`src/assert_macros.svh`:
```
// assertion helpers for the rtl files
`ifndef ASSERT_MACROS_SVH
`define ASSERT_MACROS_SVH

`ifndef SYNTHESIS

// concurrent assertion on an explicit clock and active-low reset
`define ASSERT_CLK(lbl, clk, rst_n, prop) \
  lbl: assert property (@(posedge clk) disable iff (!rst_n) prop) \
    else $error("assertion failed");

// concurrent assertion on the block clock and reset
`define ASSERT_DEF(lbl, prop) \
  `ASSERT_CLK(lbl, clk_i, rst_ni, prop)

`else

`define ASSERT_CLK(lbl, clk, rst_n, prop)
`define ASSERT_DEF(lbl, prop)

`endif

`endif

```
`src/lcfr_pkg.sv`:
```
`default_nettype none

package lcfr_pkg;

  localparam int unsigned ByteW  = 8;
  localparam int unsigned CrcW   = 16;
  localparam int unsigned KindW  = 2;
  localparam int unsigned CfgIdxW = 8;

  localparam logic [CrcW-1:0]  CrcInit    = 16'hFFFF;
  localparam logic [CrcW-1:0]  CrcResidue = 16'hF0B8;
  localparam logic [CrcW-1:0]  CrcPoly    = 16'h8408;
  localparam logic [ByteW-1:0] MinLen     = 8'd4;
  localparam logic [ByteW-1:0] Overhead   = 8'd3;

  localparam logic [ByteW-1:0] MaxMsgLenReset  = 8'd255;
  localparam logic [ByteW-1:0] MaxDeliverReset = 8'd252;

  // configuration register indexes
  localparam logic [CfgIdxW-1:0] RegMaxMsgLen  = 8'd0;
  localparam logic [CfgIdxW-1:0] RegMaxDeliver = 8'd1;

  typedef enum logic [KindW-1:0] {
    KIND_PAYLOAD = 2'd0,
    KIND_GOOD    = 2'd1,
    KIND_BAD     = 2'd2,
    KIND_REJECT  = 2'd3
  } kind_e;

  // reflected crc-16 ccitt, one byte
  function automatic logic [CrcW-1:0] crc_byte(input logic [CrcW-1:0] crc,
                                               input logic [ByteW-1:0] b);
    logic [CrcW-1:0] c;
    c = crc ^ {{(CrcW-ByteW){1'b0}}, b};
    for (int i = 0; i < 8; i++) begin
      if (c[0]) begin
        c = (c >> 1) ^ CrcPoly;
      end else begin
        c = c >> 1;
      end
    end
    return c;
  endfunction

endpackage

`default_nettype wire

```
`src/lcfr_intf.sv`:
```
`default_nettype none

// received byte channel
interface lcfr_rx_if import lcfr_pkg::*; ();
  logic             valid;
  logic             ready;
  logic [ByteW-1:0] rx_byte;

  modport source (output valid, output rx_byte, input ready);
  modport sink (input valid, input rx_byte, output ready);
endinterface

// result channel
interface lcfr_res_if import lcfr_pkg::*; ();
  logic             valid;
  logic             ready;
  logic [KindW-1:0] kind;
  logic [ByteW-1:0] payload_byte;
  logic [ByteW-1:0] payload_index;
  logic [ByteW-1:0] frame_len;
  logic [ByteW-1:0] bad_count;
  logic [ByteW-1:0] good_count;

  modport source (output valid, output kind, output payload_byte, output payload_index,
                  output frame_len, output bad_count, output good_count, input ready);
  modport sink (input valid, input kind, input payload_byte, input payload_index,
                input frame_len, input bad_count, input good_count, output ready);
endinterface

// configuration write channel
interface lcfr_cfg_if import lcfr_pkg::*; ();
  logic               valid;
  logic               ready;
  logic [CfgIdxW-1:0] index;
  logic [ByteW-1:0]   data;

  modport source (output valid, output index, output data, input ready);
  modport sink (input valid, input index, input data, output ready);
endinterface

`default_nettype wire

```
`src/length_crc_frame_receiver_top.sv`:
```
// Length-prefixed frame receiver with CRC-16/X.25 check.
// rx_i carries one received serial byte per request. The first byte of a
// frame is its total length (length byte, payload, two FCS bytes); a length
// below 4 or above max_message_len yields a reject result (kind 3). Payload
// bytes come out on res_o as kind 0, up to max_deliver per frame; the last
// byte of a frame yields the verdict, kind 1 good or kind 2 bad. A consumer
// drops payload already taken when the verdict is bad.
// cfg_i writes register 0 (max_message_len) or 1 (max_deliver); it is always
// ready. The user must write it only while the block is idle; the block
// itself does not enforce this. A result is registered in the cycle after its
// byte is taken. It takes one byte per cycle while the result register is free,
// set by the byte-wide CRC update and the single result register.
// rx_i.ready is high while the result register is empty or being drained;
// if the receiver stalls with a result pending, input stalls too, and bytes
// that give no result are still held off until the register is free.
// Reset clears the frame state, both counters and the result valid, and
// loads the register defaults 255 and 252.
`default_nettype none

`include "assert_macros.svh"

module length_crc_frame_receiver_top import lcfr_pkg::*; (
  input  wire       clk_i,
  input  wire       rst_ni,
  lcfr_cfg_if.sink  cfg_i,
  lcfr_rx_if.sink   rx_i,
  lcfr_res_if.source res_o
);

  // configuration registers
  logic [ByteW-1:0] max_len_q, max_dlv_q;

  // frame state
  logic [ByteW-1:0] seen_q, seen_d;
  logic [ByteW-1:0] exp_q, exp_d;
  logic [CrcW-1:0]  crc_q, crc_d;
  logic [ByteW-1:0] bad_cnt_q, bad_cnt_d;
  logic [ByteW-1:0] good_cnt_q, good_cnt_d;

  // result register
  logic             out_valid_q;
  kind_e            kind_q, kind_d;
  logic [ByteW-1:0] pbyte_q, pbyte_d;
  logic [ByteW-1:0] pidx_q, pidx_d;
  logic [ByteW-1:0] flen_q, flen_d;
  logic [ByteW-1:0] bad_out_q, good_out_q;
  logic             emit_d;

  logic in_acc;

  assign cfg_i.ready = 1'b1;
  assign rx_i.ready  = !out_valid_q || res_o.ready;
  assign in_acc      = rx_i.valid && rx_i.ready;

  // config writes
  always_ff @(posedge clk_i or negedge rst_ni) begin
    if (!rst_ni) begin
      max_len_q <= MaxMsgLenReset;
      max_dlv_q <= MaxDeliverReset;
    end else if (cfg_i.valid) begin
      case (cfg_i.index)
        RegMaxMsgLen:  max_len_q <= cfg_i.data;
        RegMaxDeliver: max_dlv_q <= cfg_i.data;
        default: ;
      endcase
    end
  end

  // per-byte frame logic
  always_comb begin
    logic [CrcW-1:0]  crc_n;
    logic [ByteW-1:0] seen_n;
    logic [ByteW-1:0] idx;
    logic             good;
    logic [ByteW:0]   pos_end;
    crc_n      = crc_byte(crc_q, rx_i.rx_byte);
    seen_n     = seen_q + 8'd1;
    idx        = seen_q - 8'd1;
    good       = (crc_n == CrcResidue);
    pos_end    = {1'b0, seen_q} + {1'b0, Overhead};
    seen_d     = seen_q;
    exp_d      = exp_q;
    crc_d      = crc_q;
    bad_cnt_d  = bad_cnt_q;
    good_cnt_d = good_cnt_q;
    emit_d     = 1'b0;
    kind_d     = KIND_PAYLOAD;
    pbyte_d    = '0;
    pidx_d     = '0;
    flen_d     = exp_q;
    if (seen_q == '0) begin
      // waiting for a length byte
      if (rx_i.rx_byte < MinLen || rx_i.rx_byte > max_len_q) begin
        bad_cnt_d = bad_cnt_q + 8'd1;
        emit_d    = 1'b1;
        kind_d    = KIND_REJECT;
        flen_d    = rx_i.rx_byte;
      end else begin
        exp_d  = rx_i.rx_byte;
        crc_d  = crc_byte(CrcInit, rx_i.rx_byte);
        seen_d = 8'd1;
      end
    end else if (seen_n >= exp_q) begin
      // last byte of the frame: verdict
      if (good) begin
        good_cnt_d = good_cnt_q + 8'd1;
      end
      seen_d = '0;
      crc_d  = CrcInit;
      emit_d = 1'b1;
      kind_d = good ? KIND_GOOD : KIND_BAD;
    end else begin
      crc_d  = crc_n;
      seen_d = seen_n;
      // payload byte within the delivery limit
      if (pos_end <= {1'b0, exp_q} && idx < max_dlv_q) begin
        emit_d  = 1'b1;
        pbyte_d = rx_i.rx_byte;
        pidx_d  = idx;
      end
    end
  end

  // frame state registers
  always_ff @(posedge clk_i or negedge rst_ni) begin
    if (!rst_ni) begin
      seen_q     <= '0;
      exp_q      <= '0;
      crc_q      <= CrcInit;
      bad_cnt_q  <= '0;
      good_cnt_q <= '0;
    end else if (in_acc) begin
      seen_q     <= seen_d;
      exp_q      <= exp_d;
      crc_q      <= crc_d;
      bad_cnt_q  <= bad_cnt_d;
      good_cnt_q <= good_cnt_d;
    end
  end

  // result valid
  always_ff @(posedge clk_i or negedge rst_ni) begin
    if (!rst_ni) begin
      out_valid_q <= 1'b0;
    end else if (in_acc) begin
      out_valid_q <= emit_d;
    end else if (res_o.ready) begin
      out_valid_q <= 1'b0;
    end
  end

  // result payload
  always_ff @(posedge clk_i) begin
    if (in_acc && emit_d) begin
      kind_q     <= kind_d;
      pbyte_q    <= pbyte_d;
      pidx_q     <= pidx_d;
      flen_q     <= flen_d;
      bad_out_q  <= bad_cnt_d;
      good_out_q <= good_cnt_d;
    end
  end

  assign res_o.valid         = out_valid_q;
  assign res_o.kind          = kind_q;
  assign res_o.payload_byte  = pbyte_q;
  assign res_o.payload_index = pidx_q;
  assign res_o.frame_len     = flen_q;
  assign res_o.bad_count     = bad_out_q;
  assign res_o.good_count    = good_out_q;

  // inside a frame the position stays below the expected length
  `ASSERT_DEF(a_seen_below_len, (seen_q != '0) |-> (seen_q < exp_q))
  // between frames the crc sits at its start value
  `ASSERT_DEF(a_crc_idle, (seen_q == '0) |-> (crc_q == CrcInit))
  // a delivered payload byte leaves room for the length byte and fcs
  `ASSERT_DEF(a_pidx_room, (out_valid_q && kind_q == KIND_PAYLOAD) |-> (pidx_q < flen_q - 8'd3))

endmodule

`default_nettype wire
```
`src/flat_wrapper.sv`:
```
// flat-port wrapper written by rule: the top's interface ports become plain ports
module length_crc_frame_receiver_top_flat import lcfr_pkg::*;
  (clk_i, rst_ni, cfg_i_valid, cfg_i_index, cfg_i_data, cfg_i_ready, rx_i_valid, rx_i_rx_byte, rx_i_ready, res_o_valid, res_o_kind, res_o_payload_byte, res_o_payload_index, res_o_frame_len, res_o_bad_count, res_o_good_count, res_o_ready);
  lcfr_cfg_if cfg_i_i ();
  lcfr_rx_if rx_i_i ();
  lcfr_res_if res_o_i ();
  input  wire clk_i;
  input  wire rst_ni;
  input wire logic [$bits(cfg_i_i.valid)-1:0] cfg_i_valid;
  input wire logic [$bits(cfg_i_i.index)-1:0] cfg_i_index;
  input wire logic [$bits(cfg_i_i.data)-1:0] cfg_i_data;
  output wire logic [$bits(cfg_i_i.ready)-1:0] cfg_i_ready;
  input wire logic [$bits(rx_i_i.valid)-1:0] rx_i_valid;
  input wire logic [$bits(rx_i_i.rx_byte)-1:0] rx_i_rx_byte;
  output wire logic [$bits(rx_i_i.ready)-1:0] rx_i_ready;
  output wire logic [$bits(res_o_i.valid)-1:0] res_o_valid;
  output wire logic [$bits(res_o_i.kind)-1:0] res_o_kind;
  output wire logic [$bits(res_o_i.payload_byte)-1:0] res_o_payload_byte;
  output wire logic [$bits(res_o_i.payload_index)-1:0] res_o_payload_index;
  output wire logic [$bits(res_o_i.frame_len)-1:0] res_o_frame_len;
  output wire logic [$bits(res_o_i.bad_count)-1:0] res_o_bad_count;
  output wire logic [$bits(res_o_i.good_count)-1:0] res_o_good_count;
  input wire logic [$bits(res_o_i.ready)-1:0] res_o_ready;
  assign cfg_i_i.valid = cfg_i_valid;
  assign cfg_i_i.index = cfg_i_index;
  assign cfg_i_i.data = cfg_i_data;
  assign cfg_i_ready = cfg_i_i.ready;
  assign rx_i_i.valid = rx_i_valid;
  assign rx_i_i.rx_byte = rx_i_rx_byte;
  assign rx_i_ready = rx_i_i.ready;
  assign res_o_valid = res_o_i.valid;
  assign res_o_kind = res_o_i.kind;
  assign res_o_payload_byte = res_o_i.payload_byte;
  assign res_o_payload_index = res_o_i.payload_index;
  assign res_o_frame_len = res_o_i.frame_len;
  assign res_o_bad_count = res_o_i.bad_count;
  assign res_o_good_count = res_o_i.good_count;
  assign res_o_i.ready = res_o_ready;
  length_crc_frame_receiver_top u_core (.clk_i(clk_i), .rst_ni(rst_ni), .cfg_i(cfg_i_i), .rx_i(rx_i_i), .res_o(res_o_i));
endmodule
```
`config.mk`:
```
export PLATFORM = sky130hd
export DESIGN_NAME = length_crc_frame_receiver_top_flat
export DESIGN_NICKNAME = d
export VERILOG_FILES = /design/src/lcfr_pkg.sv /design/src/lcfr_intf.sv /design/src/length_crc_frame_receiver_top.sv /design/src/flat_wrapper.sv
export VERILOG_INCLUDE_DIRS = /design/src /design/src/src
export SDC_FILE = /design/constraint.sdc
export NUM_CORES = 1
export LEC_CHECK = 0
export BUFFER_PORTS_ARGS = -buffer_cell sky130_fd_sc_hd__buf_2
export CAP_MARGIN = 0
export CORE_UTILIZATION = 50
export DETAILED_ROUTE_END_ITERATION = 6
export PLACE_DENSITY = 0.74
export SLEW_MARGIN = 20
export SYNTH_ARGS = -nofsm -noshare
export SYNTH_HDL_FRONTEND = slang
export SYNTH_SLANG_ARGS = --single-unit
```
`constraint.sdc`:
```
create_clock -name clk_i -period 8.9 [get_ports clk_i]
set_input_delay 1.335 -clock clk_i [delete_from_list [all_inputs] [get_ports clk_i]]
set_output_delay 1.335 -clock clk_i [all_outputs]
set_load 0.1 [all_outputs]
```
Word-level counts from Yosys, hierarchy flattened
Index checks and enable logic that the tools add are counted.
{"block": "word_totals", "out_inout_bits": 45, "elab_cells": 114, "reg_bits": 107, "input_bits": 29}
{"block": "op_classes", "addsub": 5, "n_eq_ne": 3, "bitwise": 20, "reduce_logical": 14, "muxes": 53, "n_lt_le_gt_ge": 5}
{"op": "$mux W16", "count": 33}
{"op": "$mux W8", "count": 10}
{"op": "$not A2 Y3", "count": 16}
{"op": "$add A8 B1 Y8 const B", "count": 3}
{"op": "$eq A16 B16 Y1 const B", "count": 1}
{"op": "$logic_not A8 Y1", "count": 2}
{"op": "$not A8 Y16", "count": 1}
{"op": "$xor A16 B8 Y16", "count": 1}
{"op": "$add A8 B2 Y9 const B", "count": 1}
{"op": "$le A9 B8 Y1", "count": 1}
{"op": "$eq A8 B1 Y1 const B", "count": 1}
{"op": "$ge A8 B8 Y1", "count": 1}
{"op": "$gt A8 B8 Y1", "count": 1}
{"op": "$lt A8 B3 Y1 const B", "count": 1}
{"op": "$lt A8 B8 Y1", "count": 1}
{"op": "$mux W2", "count": 4}
{"op": "$sub A8 B1 Y8 const B", "count": 1}
{"op": "$mux W1", "count": 6}
{"op": "$reduce_and A2 Y1", "count": 3}
{"op": "$logic_and A1 B1 Y1", "count": 3}
{"op": "$reduce_and A3 Y1", "count": 1}
{"op": "$reduce_or A3 Y1", "count": 1}
{"op": "$logic_or A1 B1 Y1", "count": 2}
{"op": "$ne A2 B2 Y1 const B", "count": 1}
{"op": "other kinds (3)", "count": 4}

Depth between registers and ports, before layout
{"block": "depth", "depth_word": 33, "ltp_mapped": 14}

Worst setup path after synthesis
No wires, ideal clock.
{"block": "synth_path", "kind": "in2reg", "from": "input port res_o_ready", "to": "register u_core.bad_out_q[0], in the netlist u_core.res_o.bad_count[0] (enable)", "setup_slack_ns": 3.868, "path_stages": 4, "setup_ns": 0.442, "t_arrival_ns": 4.591, "cell_sequence": "nand2b_1 -> nand2_1 -> clkbuf_1 -> nor2_1"}
{"block": "synth_via", "elab_chain_cells": 3}
{"element": "from (decl)", "line": "flat_wrapper.sv:23", "text": "input wire logic [$bits(res_o_i.ready)-1:0] res_o_ready;"}
{"element": "$logic_or A1 B1 Y1", "line": "length_crc_frame_receiver_top.sv:52", "text": "assign rx_i.ready = !out_valid_q || res_o.ready;"}
{"element": "$logic_and A1 B1 Y1", "line": "length_crc_frame_receiver_top.sv:53", "text": "assign in_acc = rx_i.valid && rx_i.ready;"}
{"element": "$logic_and A1 B1 Y1", "line": "length_crc_frame_receiver_top.sv:154", "text": "if (in_acc && emit_d) begin"}
{"element": "to (signal assigned)", "line": "length_crc_frame_receiver_top.sv:159", "text": "bad_out_q <= bad_cnt_d;"}
{"element": "to (decl)", "line": "length_crc_frame_receiver_top.sv:46", "text": "logic [ByteW-1:0] bad_out_q, good_out_q;"}
Every way passes these cells.
A chain may end at the register's enable or synchronous reset.

Worst setup path in the final report
{"block": "layout_path", "from": "input port rx_i_rx_byte[1]", "to": "register u_core.crc_q[10]"}
{"block": "layout_via", "elab_chain_cells": 4, "word_cells_on_any_way": 5}
{"element": "from (decl)", "line": "flat_wrapper.sv:14", "text": "input wire logic [$bits(rx_i_i.rx_byte)-1:0] rx_i_rx_byte;"}
{"element": "$lt A8 B3 Y1 or $gt A8 B8 Y1 (tied branches)", "line": "length_crc_frame_receiver_top.sv:93", "text": "if (rx_i.rx_byte < MinLen || rx_i.rx_byte > max_len_q) begin"}
{"element": "$logic_or A1 B1 Y1 (*)", "line": "length_crc_frame_receiver_top.sv:93"}
{"element": "$ne A2 B2 Y1 (no line) (*)"}
{"element": "$reduce_and A2 Y1 (no line) (*)"}
{"element": "to (signal assigned)", "line": "length_crc_frame_receiver_top.sv:129", "text": "crc_q <= CrcInit;"}
{"element": "to (signal assigned)", "line": "length_crc_frame_receiver_top.sv:135", "text": "crc_q <= crc_d;"}
{"element": "to (decl)", "line": "length_crc_frame_receiver_top.sv:36", "text": "logic [CrcW-1:0] crc_q, crc_d;"}
Mark *: on every way between the ends. The rest lies on a longest branch, timed or not.

==> results.cfg <==
[cts]
cts_tree = yes
cts_sinks = 107
post-cts-setup-buffer-count = 0
clk_pin_slew_ns = 0.07
root_buffer = clkbuf_16
clk_latency_ns = 0.35
cts_resized = 0
clk_path_buf_depth = 2
numCtsBuffers = 9
ctsHoldBuffers = 0
htree_levels = 3

[place]
port_buffers = 72
gp_congestion = 0.888
dpl.hpwl_um = 9610

[logic_synthesis]
synth-seq-cells = 107
async_flop_share_pct = 60.7
ys_warn_count = 0
synth_flop_cell = edfxtp_1
syn_nets = 646
yosysSeqAreaShare_pct = 47.5
synthDistinctLibCells = 58
synth.avg_cell_area_um2 = 10.6
syn_area_um2 = 6150
synth_cells = 582
synth-edff-count = 42

[critical_path]
cpPeakStageDelay_ns = 0.60
crit_cells = 9
cp.buffers_inverters = 1
crit_chain = buf_2, ha_1, nor2b_1, o211ai_1, a21oi_1, o22ai_1, a21o_1, nand2_1, o41ai_1
crit-reg2reg-capture = u_core.res_o.payload_index[0]
r2r.worst_path.cells = 13
cpLargestDelayFamily = compound AO/OA/AOI/OAI gates
slowest_stage = nand2_1
crit_fanout = 18
start_kind = input pin
critPathCapture = u_core.crc_q[10]
cp_data_arrival_time_ns = 4.25
rrSetupSlack_ns = 4.96
end_kind = flop
crit_required_ns = 9.14
worstReg2RegStart = u_core.seen_q[0]
critPathLaunch = rx_i_rx_byte[1]
critPathKind = in2reg

[cells_and_area]
n_antenna_cell = 0
drive_gt1_share_pct = 24.5
final_common_cell = buf_2
nets = 708
syn_to_final_growth_pct = 12.9
layout.cells.most_common_list = buf_2, xor2_1, o21ai_0
finish.utilization_pct = 57.8

[global_routing]
grt_pass1_wl_um = 22400
grt_pass1_vias = 4566
overflow = 0
grt_max_degree = 66
grt_util_all_layers_pct = 22.5
antenna_found_initial = 1

[die]
die_area_um2 = 12800
core-area_um2 = 12000
core.rowCount = 40
ios = 74
die_w_um = 113
chipHeight_um = 113
start_util_pct = 51.2

[detailed_routing]
ant_nets = 0
drtPass1Iterations = 5
wirelength_um = 13400
drc_errors = 0
wl_per_cell_um = 16.8
viasPerCell = 5.65
vias = 4494
drt_iter0_drc = 417

[timing]
setup_viol = 0
worstMarginPinSlew_ns = 0.839
period_minus_slack_ns = 4.01
fin_tns_setup_ns = 0
slew_headroom_pct = 44.1
final-hold-violation-count = 0
slew_violations = 0
rsz0062_at_grt = no
skew_ns = 0.00808
fmax_mhz = 250
hold-worst-slack_ns = 0.484
period_share_pct = 45.0

[outcome]
status = finished, final reports clean

[job]
maxCapViolations = 0

[hold_path]
min_path_type = reg2reg
[state kept, by name (all words and copies together) (netlist names)]
register	flops
u_core.bad_cnt_q	8
u_core.crc_q	16
u_core.exp_q	8
u_core.good_cnt_q	8
u_core.max_dlv_q	8
u_core.max_len_q	8
u_core.res_o.bad_count	8
u_core.res_o.frame_len	8
u_core.res_o.good_count	8
u_core.res_o.kind	2
u_core.res_o.payload_byte	8
u_core.res_o.payload_index	8
u_core.res_o.valid	1
u_core.seen_q	8
[metal layers]
| layer | vias to the layer above | share of wire, % | global-route usage (%) |
|---|---|---|---|
| li1 | 2153 | - | - |
| met1 | 2148 | 45 | 30.5 |
| met2 | 165 | 46 | 36.1 |
| met3 | 28 | 6.2 | 3.54 |
| met4 | 0 | 2.8 | 9.56 |
| met5 | - | 0 | 0 |
[synth_stat cells (all sizes together) (2+ instances only)]
master | n | area share, %
xor2 | 45 | 6.4
o21ai | 43 | 3.5
edfxtp | 42 | 21
nand2 | 42 | 2.6
nor2 | 40 | 2.4
dfrtp | 35 | 14
ha | 35 | 7.1
inv | 34 | 2.1
xnor2 | 33 | 4.7
dfstp | 30 | 13
mux2 | 24 | 4.4
a21oi | 17 | 1.4
nand3 | 17 | 1.4
and2 | 16 | 1.6
buf | 15 | 1.3
nor3 | 12 | 1.1
clkbuf | 10 | 0.61
a21o | 9 | 1.1
nand2b | 9 | 0.92
a22o | 8 | 1.1
o22ai | 8 | 0.81
and3 | 6 | 0.61
nor4 | 6 | 0.85
or2 | 5 | 0.51
nand4 | 4 | 0.41
a31oi | 3 | 0.31
mux2i | 3 | 0.49
nor2b | 3 | 0.31
a2bb2oi | 2 | 0.28
nand3b | 2 | 0.24
nand4b | 2 | 0.49
nor3b | 2 | 0.24
nor4b | 2 | 0.39
[how the worst min path moves through the flow]
stage          slack (ns)  depth (start not counted)                    to            startpoint
2_1_floorplan        0.46                          1   u_core.bad_cnt_q[7]   u_core.bad_cnt_q[7]
3_3_place_gp         0.47                          1   u_core.bad_cnt_q[7]   u_core.bad_cnt_q[7]
3_5_place_dp         0.48                          1  u_core.good_cnt_q[7]  u_core.good_cnt_q[7]
4_1_cts              0.49                          1   u_core.bad_cnt_q[7]   u_core.bad_cnt_q[7]
5_1_grt              0.50                          1  u_core.good_cnt_q[7]  u_core.good_cnt_q[7]
6_report             0.48                          1  u_core.good_cnt_q[7]  u_core.good_cnt_q[7]
[through the flow]
stage / instances / area, µm² / setup WS (ns)
2_1_floorplan: 582 / 6150 / 3.87
3_3_place_gp: 779 / 6610 / 4.77
3_5_place_dp: 779 / 6610 / 4.64
4_1_cts: 795 / 6920 / 4.68
5_1_grt: 796 / 6950 / 4.61
6_report: 796 / 6950 / 4.89
[kinds of logic (layout without fill, tap and decap cells)]
logic type               after synthesis  after routing  share of synthesized area, %
AND/OR/NAND/NOR                      170            170                          14.4
AO/OA/AOI/OAI                        104            104                          10.5
other                                  1              1                        0.0610
multiplexers                          27             27                          4.88
buffers and inverters                 59            126                          4.01
adder cells (fa/ha/maj)               35             35                          7.12
flip-flops                           107            107                          47.5
XOR/XNOR                              79             79                          11.5
[area by class of cell]
cell class	instances	area [µm²]
fill	1013	5070
tap	147	184
timing repair buffer	76	410
clock buffer	10	239
sequential	107	2930
clock inverter	6	71.3
multi-input combinational	416	2990
inverter	34	128
Power is left out: the tool's default activity adds up to more than one toggle a clock period on the data nets, which glitch-free logic cannot reach.
